`src/gsw_pkg.sv`:
```
// Shared types, widths and codes for the GIMP shape weight and gradient unit.
`timescale 1ns / 1ps

package gsw_pkg;

	localparam int FRAC_BITS_DEF = 16;
	localparam int WEIGHT_FRAC   = 16;
	localparam int POS_W         = 32;
	localparam int CELL_W        = 31;
	localparam int HALF_W        = 30;
	localparam int WEIGHT_W      = 17;
	localparam int GRAD_W        = 32;
	localparam int REGION_W      = 3;
	localparam int BND_W         = 34;
	localparam int X_W           = 33;
	localparam int OPD_W         = 31;
	localparam int SQ_W          = 2 * OPD_W;
	localparam int GNUM_W        = OPD_W;
	localparam int WNUM_W        = SQ_W;
	localparam int D2_W          = CELL_W + HALF_W + 1;
	localparam int LPSQ_W        = 2 * HALF_W;
	localparam int D_W           = D2_W + 1;
	localparam int Q_W           = GRAD_W - 1;
	localparam int WN_W          = WNUM_W + WEIGHT_FRAC + 1;
	localparam int CFG_IDX_W     = 1;
	localparam int CFG_DATA_W    = CELL_W;

	localparam logic [CELL_W-1:0]   CELL_RST   = CELL_W'(65536);
	localparam logic [HALF_W-1:0]   HALF_RST   = HALF_W'(16384);
	localparam logic [WEIGHT_W-1:0] WEIGHT_ONE = WEIGHT_W'(65536);
	localparam logic [GRAD_W-1:0]   GRAD_MAX   = {1'b0, {(GRAD_W-1){1'b1}}};
	localparam logic [GRAD_W-1:0]   GRAD_MIN   = {1'b1, {(GRAD_W-1){1'b0}}};

	localparam logic [CFG_IDX_W-1:0] CFG_CELL_SIZE   = 1'b0;
	localparam logic [CFG_IDX_W-1:0] CFG_HALF_LENGTH = 1'b1;

	localparam logic [REGION_W-1:0] RGN_OUT    = 3'd0;
	localparam logic [REGION_W-1:0] RGN_L_TAIL = 3'd1;
	localparam logic [REGION_W-1:0] RGN_L_LIN  = 3'd2;
	localparam logic [REGION_W-1:0] RGN_CENTRE = 3'd3;
	localparam logic [REGION_W-1:0] RGN_R_LIN  = 3'd4;
	localparam logic [REGION_W-1:0] RGN_R_TAIL = 3'd5;

	typedef struct packed {
		logic                     valid;
		logic [REGION_W-1:0]      region;
		logic                     neg;
		logic                     wzero;
	} side_t;

	typedef struct packed {
		logic [CELL_W-1:0]        cell_len;
		logic                     cell_nz;
		logic signed [BND_W-1:0]  b_llp_n;
		logic signed [BND_W-1:0]  b_lml_n;
		logic signed [BND_W-1:0]  b_lp_n;
		logic signed [BND_W-1:0]  b_lp_p;
		logic signed [BND_W-1:0]  b_lml_p;
		logic signed [BND_W-1:0]  b_llp_p;
		logic [CELL_W:0]          llp;
		logic [D2_W-1:0]          d2;
		logic signed [63:0]       d2_lpsq;
	} cfg_t;

	function automatic int gn_width(input int frac);
		int w;
		w = GNUM_W + 2 * frac;
		if (w < D_W - 1) begin
			w = D_W - 1;
		end
		return w + 1;
	endfunction

endpackage

```
`src/gsw_front.sv`:
```
// Front stages: offset, region decode, square, numerator and divisor set-up.
`timescale 1ns / 1ps

module gsw_front #(
	parameter int FRAC_BITS = gsw_pkg::FRAC_BITS_DEF
) (
	input  logic                                    clk,
	input  logic                                    arst_n,
	input  logic                                    en,
	input  logic                                    in_valid,
	input  logic signed [gsw_pkg::POS_W-1:0]        particle_pos,
	input  logic signed [gsw_pkg::POS_W-1:0]        node_pos,
	input  gsw_pkg::cfg_t                           cfg,
	output gsw_pkg::side_t                          side_s5,
	output logic [gsw_pkg::WN_W-1:0]                wn_s5,
	output logic [gsw_pkg::D_W-1:0]                 wd_s5,
	output logic [gsw_pkg::gn_width(FRAC_BITS)-1:0] gn_s5,
	output logic [gsw_pkg::D_W-1:0]                 gd_s5
);

	import gsw_pkg::*;

	localparam int GN_W = gn_width(FRAC_BITS);

	logic                    v_s1;
	logic signed [X_W-1:0]   x_s1;

	logic signed [BND_W-1:0] xe;
	logic signed [BND_W-1:0] t1;
	logic signed [BND_W-1:0] t5;
	logic signed [BND_W-1:0] ax;
	logic signed [BND_W-1:0] lpx;
	logic signed [BND_W-1:0] lmx;
	logic                    in1, in2, in3, in4, in5;
	logic [REGION_W-1:0]     rgn;
	logic [OPD_W-1:0]        opd;
	logic [GNUM_W-1:0]       gnum;
	logic [OPD_W-1:0]        wlin;
	logic                    neg;

	side_t                   side_s2;
	logic [OPD_W-1:0]        opd_s2;
	logic [GNUM_W-1:0]       gnum_s2;
	logic [OPD_W-1:0]        wlin_s2;

	logic [SQ_W-1:0]         sq;
	side_t                   side_s3;
	logic [SQ_W-1:0]         sq_s3;
	logic [GNUM_W-1:0]       gnum_s3;
	logic [OPD_W-1:0]        wlin_s3;

	logic signed [63:0]      nr;
	logic [WNUM_W-1:0]       wnum;
	logic [D_W-1:0]          wden;
	logic [D_W-1:0]          gden;
	logic                    wzero;

	side_t                   side_s4;
	logic [WNUM_W-1:0]       wnum_s4;
	logic [D_W-1:0]          wden_s4;
	logic [GNUM_W-1:0]       gnum_s4;
	logic [D_W-1:0]          gden_s4;

	// stage 1: offset
	always_ff @(posedge clk or negedge arst_n) begin
		if (!arst_n) begin
			v_s1 <= 1'b0;
		end else if (en) begin
			v_s1 <= in_valid;
		end
	end

	always_ff @(posedge clk) begin
		if (en) begin
			x_s1 <= $signed({particle_pos[POS_W-1], particle_pos})
				- $signed({node_pos[POS_W-1], node_pos});
		end
	end

	// stage 2: region decode
	always_comb begin
		xe   = {x_s1[X_W-1], x_s1};
		t1   = $signed({2'b00, cfg.llp}) + xe;
		t5   = $signed({2'b00, cfg.llp}) - xe;
		ax   = x_s1[X_W-1] ? -xe : xe;
		lpx  = $signed({3'b000, cfg.cell_len}) + xe;
		lmx  = $signed({3'b000, cfg.cell_len}) - xe;
		in1  = cfg.cell_nz && (xe > cfg.b_llp_n) && (xe <= cfg.b_lml_n);
		in2  = cfg.cell_nz && (xe > cfg.b_lml_n) && (xe <= cfg.b_lp_n);
		in3  = cfg.cell_nz && (xe > cfg.b_lp_n) && (xe <= cfg.b_lp_p);
		in4  = cfg.cell_nz && (xe > cfg.b_lp_p) && (xe <= cfg.b_lml_p);
		in5  = cfg.cell_nz && (xe > cfg.b_lml_p) && (xe <= cfg.b_llp_p);
		rgn  = RGN_OUT;
		opd  = '0;
		gnum = '0;
		wlin = '0;
		neg  = 1'b0;
		if (in1) begin
			rgn  = RGN_L_TAIL;
			opd  = t1[OPD_W-1:0];
			gnum = t1[GNUM_W-1:0];
		end else if (in2) begin
			rgn  = RGN_L_LIN;
			gnum = GNUM_W'(1);
			wlin = lpx[OPD_W-1:0];
		end else if (in3) begin
			rgn  = RGN_CENTRE;
			opd  = ax[OPD_W-1:0];
			gnum = ax[GNUM_W-1:0];
			neg  = ~x_s1[X_W-1] && (x_s1 != '0);
		end else if (in4) begin
			rgn  = RGN_R_LIN;
			gnum = GNUM_W'(1);
			wlin = lmx[OPD_W-1:0];
			neg  = 1'b1;
		end else if (in5) begin
			rgn  = RGN_R_TAIL;
			opd  = t5[OPD_W-1:0];
			gnum = t5[GNUM_W-1:0];
			neg  = 1'b1;
		end
	end

	// stage 3: square
	assign sq = opd_s2 * opd_s2;

	// stage 4: numerators and divisors per region
	always_comb begin
		nr    = cfg.d2_lpsq - $signed({2'b00, sq_s3});
		wnum  = '0;
		wden  = '0;
		gden  = '0;
		wzero = 1'b0;
		case (side_s3.region) inside
			RGN_L_TAIL, RGN_R_TAIL: begin
				wnum = sq_s3;
				wden = {cfg.d2, 1'b0};
				gden = {1'b0, cfg.d2};
			end
			RGN_L_LIN, RGN_R_LIN: begin
				wnum = WNUM_W'(wlin_s3);
				wden = D_W'(cfg.cell_len);
				gden = D_W'(cfg.cell_len);
			end
			RGN_CENTRE: begin
				wnum  = nr[WNUM_W-1:0];
				wden  = {1'b0, cfg.d2};
				gden  = {2'b00, cfg.d2[D2_W-1:1]};
				wzero = (nr <= 64'sd0);
			end
			default: begin
				wzero = 1'b1;
			end
		endcase
	end

	always_ff @(posedge clk or negedge arst_n) begin
		if (!arst_n) begin
			side_s2 <= '0;
			side_s3 <= '0;
			side_s4 <= '0;
			side_s5 <= '0;
		end else if (en) begin
			side_s2 <= '{valid: v_s1, region: rgn, neg: neg, wzero: 1'b0};
			side_s3 <= side_s2;
			side_s4 <= '{valid: side_s3.valid, region: side_s3.region,
				neg: side_s3.neg, wzero: wzero};
			side_s5 <= side_s4;
		end
	end

	always_ff @(posedge clk) begin
		if (en) begin
			opd_s2  <= opd;
			gnum_s2 <= gnum;
			wlin_s2 <= wlin;
			sq_s3   <= sq;
			gnum_s3 <= gnum_s2;
			wlin_s3 <= wlin_s2;
			wnum_s4 <= wnum;
			wden_s4 <= wden;
			gnum_s4 <= gnum_s3;
			gden_s4 <= gden;
			wn_s5   <= (WN_W'(wnum_s4) << WEIGHT_FRAC) + WN_W'(wden_s4 >> 1);
			wd_s5   <= wden_s4;
			gn_s5   <= (GN_W'(gnum_s4) << (2 * FRAC_BITS)) + GN_W'(gden_s4 >> 1);
			gd_s5   <= gden_s4;
		end
	end

endmodule

```
`config.mk`:
```
export PLATFORM = sky130hd
export DESIGN_NAME = gsw_front
export DESIGN_NICKNAME = d
export VERILOG_FILES = /design/src/gsw_pkg.sv /design/src/gsw_front.sv
export SDC_FILE = /design/constraint.sdc
export NUM_CORES = 2
export LEC_CHECK = 0
export BUFFER_PORTS_ARGS = -buffer_cell sky130_fd_sc_hd__buf_2
export CORE_MARGIN = 2
export CORE_UTILIZATION = 45
export DETAILED_ROUTE_END_ITERATION = 6
export HOLD_SLACK_MARGIN = 0.06
export PLACE_DENSITY = 0.66
export SLEW_MARGIN = 20
export SYNTH_ARGS = -nofsm -noshare
export SYNTH_HDL_FRONTEND = slang
export SYNTH_SLANG_ARGS = --single-unit
```
`constraint.sdc`:
```
create_clock -name clk -period 9.3 [get_ports clk]
set_input_delay 1.86 -clock clk [delete_from_list [all_inputs] [get_ports clk]]
set_output_delay 1.86 -clock clk [all_outputs]
set_load 0.05 [all_outputs]
```
==> out/results.txt <==
The run finished with clean final reports. The die covers 0.162 mm2. For this design the top-level I/O count stands at 737. The iteration-0 DRC count of the detailed router is 4637. Highest-delay cell along the critical path: sky130_fd_sc_hd__edfxtp_1. The post-CTS setup buffer count was 0; the post-synthesis instance area was 0.0714 mm2. The synthesized design contains 618 register bits. The clock passes through at most 3 buffers. Across all layers, the routed design uses 56100 vias.

Counting stages on the worst path, the most repeated cell is sky130_fd_sc_hd__fa_1. The average via count per standard cell was 5.53. The synthesis-to-finish area growth is 11.0%, and the minimum period implied by the final worst setup slack is 8870 ps. The clock tree synthesis step divided the H-tree into 3 levels. The TritonCTS sink count was 618. In the synthesized netlist the dominant register cell turns out to be sky130_fd_sc_hd__edfxtp_1. After clock tree synthesis, the clock-pin slew on the worst setup and hold paths is 60 ps. The floorplan step set the die width to 402 um. The first global-routing pass estimated 337000 um of wire. For the final database, setup skew stands at 39.3 ps. For the final routed database, the setup TNS stands at 0 ps. At the end of routability-driven placement, the weighted congestion stood at 0.957.

Measured against its own limit, the worst slew margin works out to 31.7%. In this run the tool buffered the top-level ports with 734 buffer cells. On the worst path, the slowest cell contributes a delay of 720 ps.

The logs give 0.158 mm2 for the standard cell core area and 430 ps for the setup slack of the worst register-to-register path. The top cell types in the final layout, fill and taps aside, are sky130_fd_sc_hd__inv_1, sky130_fd_sc_hd__ha_1, sky130_fd_sc_hd__fa_1. The Yosys step of the flow raised 0 warnings. The critical setup path kind is register to register. TritonCTS built the clock tree. Synthesis produced 7404 cells.

The period utilization works out to 95.4%. The number of global-route vias before repair came out at 56500. Setup repair after global routing left no endpoint under its margin. Leaving out fill and tap cells, the most frequent cell in the layout is sky130_fd_sc_hd__inv_1. Number of enable flip-flop cells after synthesis: 595. For this design, the CTS-stage hold fixing added 0 buffers. The worst hold path passes through 0 cells. The overall global routing resource usage was 27.3%.

A synthesized cell averages 9.64 um2. Timing would allow up to 0.113 GHz. The initial cell density of the core was 45.2%. The share of synthesized flip-flops with an asynchronous set or reset is 3.72%, and the sum of overflow across all layers after global routing is 0. The global routing met3 resource utilization was 4.59%; the met2 demand-to-capacity share in global routing was 45.1%. Count of fill cells added during filler insertion: 14500. Data arrival time of the critical path: 9300 ps. The number of remaining DRC errors is 0. The worst setup path is launched from a register.

The logs give 0 for the final count of negative-setup-slack endpoints and 101 for the number of distinct library cells after synthesis. The net count after synthesis was 9385. In this run, CTS created clock tree buffers numbering 71.

For the worst setup path, the data required time is 9730 ps. Entering global routing, the biggest net connects 215 pins. The worst setup path is captured at a register.

The endpoint of the worst register-to-register path was sq_s3[59]$_DFFE_PP_. Number of antenna violations at the first check in global routing: 50. The classification of the worst-slack hold path is register to register. The number of nets at the end of the flow was 9964. At the placement stage, the worst setup path has a slack of 574 ps. The tools report the post-DP HPWL as 184000 um.

The global routing stage identified its most utilized layer as met2. The tree is rooted in a sky130_fd_sc_hd__clkbuf_16. Number of max-slew violations in the final report: 0. The logs give 36.3% for the met1 demand-to-capacity share in global routing and 146 for the number of placement rows. The post-route netlist has 13.1% of its cells at a drive strength greater than 1. The tools report the final wirelength as 224000 um. The transition time at the pin with the least slew margin was 1020 ps. After detailed routing, the average wire length per cell comes to 22.1 um.

Across the run, the number of max-cap violations was 0. Of all nets on the critical path, the largest fanout is 21. Number of cells on the worst reg-to-reg path: 28.

For the count of cells resized by post-cts repair, the log shows 0. The tools report the worst-case hold path end point as gn_s5[29]$_DFFE_PP_. At the later pin of the worst-skew pair, clock insertion delay measures 690 ps. Once detail routing completed, the nets flagged for antenna violations numbered 0. In this run the critical register-to-register path is launched from opd_s2[14]$_DFFE_PP_. The slack of the critical path was 426 ps; the count of endpoints failing hold in the final timing report was 0. The vertical die dimension was 402 um; the number of optimization iterations in the first detailed-route pass was 6. The register area share after synthesis was 25.8%. Worst hold path startpoint: gden_s4[30]$_DFFE_PP_.
==> synth_stat cells, types with 71 or more instances <==
cell type	n	area, um2
sky130_fd_sc_hd__inv_1	1382	5190
sky130_fd_sc_hd__ha_1	764	9560
sky130_fd_sc_hd__fa_1	755	15100
sky130_fd_sc_hd__edfxtp_1	595	17900
sky130_fd_sc_hd__nand2_1	506	1900
sky130_fd_sc_hd__a21oi_1	454	2270
sky130_fd_sc_hd__nor2_1	324	1220
sky130_fd_sc_hd__xnor2_1	232	2030
sky130_fd_sc_hd__clkbuf_1	230	863
sky130_fd_sc_hd__o21ai_0	220	1100
sky130_fd_sc_hd__and2_1	214	1340
sky130_fd_sc_hd__a21o_1	203	1520
sky130_fd_sc_hd__o22ai_1	130	813
sky130_fd_sc_hd__nor2b_1	121	757
sky130_fd_sc_hd__a22oi_1	93	698
sky130_fd_sc_hd__nor3_1	93	465
sky130_fd_sc_hd__nand4_1	91	569
sky130_fd_sc_hd__xor2_1	87	762
sky130_fd_sc_hd__buf_4	80	601
sky130_fd_sc_hd__o21bai_1	71	533
==> metrics by stage <==
step	utilization (%)	std cells	hold WS [ps]	cell area, um2
2_1_floorplan	-	7404	400	71400
3_3_place_gp	48.7	9982	400	76900
3_5_place_dp	48.7	9982	405	76900
4_1_cts	50.1	10100	401	79200
5_1_grt	50.1	10100	404	79200
6_report	50.2	10100	404	79200
==> final cells by class <==
class / instances / area (um2) / share of cell area (%)
antenna: 22 / 55.1 / 0.0695
clock buffer: 89 / 1910 / 2.41
clock inverter: 39 / 359 / 0.453
inverter: 1386 / 5200 / 6.57
multi-input combinational: 5065 / 46100 / 58.2
sequential: 618 / 18500 / 23.3
tap: 2072 / 2590 / 3.27
timing repair buffer: 841 / 4550 / 5.74
==> state kept, by name, summed over array words and instances, names as in the netlist <==
signal	flops
side_s5	6
sq_s3	61
wden_s4	62
gnum_s4	31
side_s2	5
v_s1	1
gden_s4	32
wnum_s4	62
wlin_s2	31
side_s3	5
opd_s2	31
wd_s5	47
wlin_s3	31
side_s4	6
gn_s5	62
gnum_s2	1
wn_s5	79
gd_s5	1
gnum_s3	31
x_s1	33
==> worst max-delay path: cells and delay by family, from the launching register on <==
family          cells  cell delay (ps)
simple gates        4              710
compound gates      8             1890
xor+xnor            1               90
buf+inv             6              720
fa+ha+maj           9             4460
flops               1              720
==> how the worst max path moves through the flow <==
stage | start | to | depth (start not counted)
3_5_place_dp | opd_s2[14]$_DFFE_PP_ | sq_s3[59]$_DFFE_PP_ | 28
5_1_grt | opd_s2[7]$_DFFE_PP_ | sq_s3[59]$_DFFE_PP_ | 28
6_report | opd_s2[14]$_DFFE_PP_ | sq_s3[59]$_DFFE_PP_ | 28
2_1_floorplan | opd_s2[6]$_DFFE_PP_ | sq_s3[59]$_DFFE_PP_ | 30
4_1_cts | opd_s2[14]$_DFFE_PP_ | sq_s3[59]$_DFFE_PP_ | 28
3_3_place_gp | opd_s2[11]$_DFFE_PP_ | sq_s3[59]$_DFFE_PP_ | 29
==> layer usage <==
layer	vias to the layer above	wire (um)	part of all wire (%)
met3	350	15800	7.1
met5	-	174	0.078
met2	2110	105000	47
met4	26	7740	3.5
li1	26100	-	-
met1	27500	94700	42
==> cells by family after synthesis <==
| kind of cell | share of synthesized area, % |
|---|---|
| other | 0.00525 |
| xor gates and xnor gates | 3.92 |
| buffers and inverters | 9.55 |
| and+or+nand+nor | 11.4 |
| muxes | 0.489 |
| adders and majority gates | 34.6 |
| DFF | 25.8 |
| AOI/OAI and AO/OA | 14.3 |
Power is not shown: default switching activity piles up to over one toggle a cycle in this logic, so the estimate is an artifact.
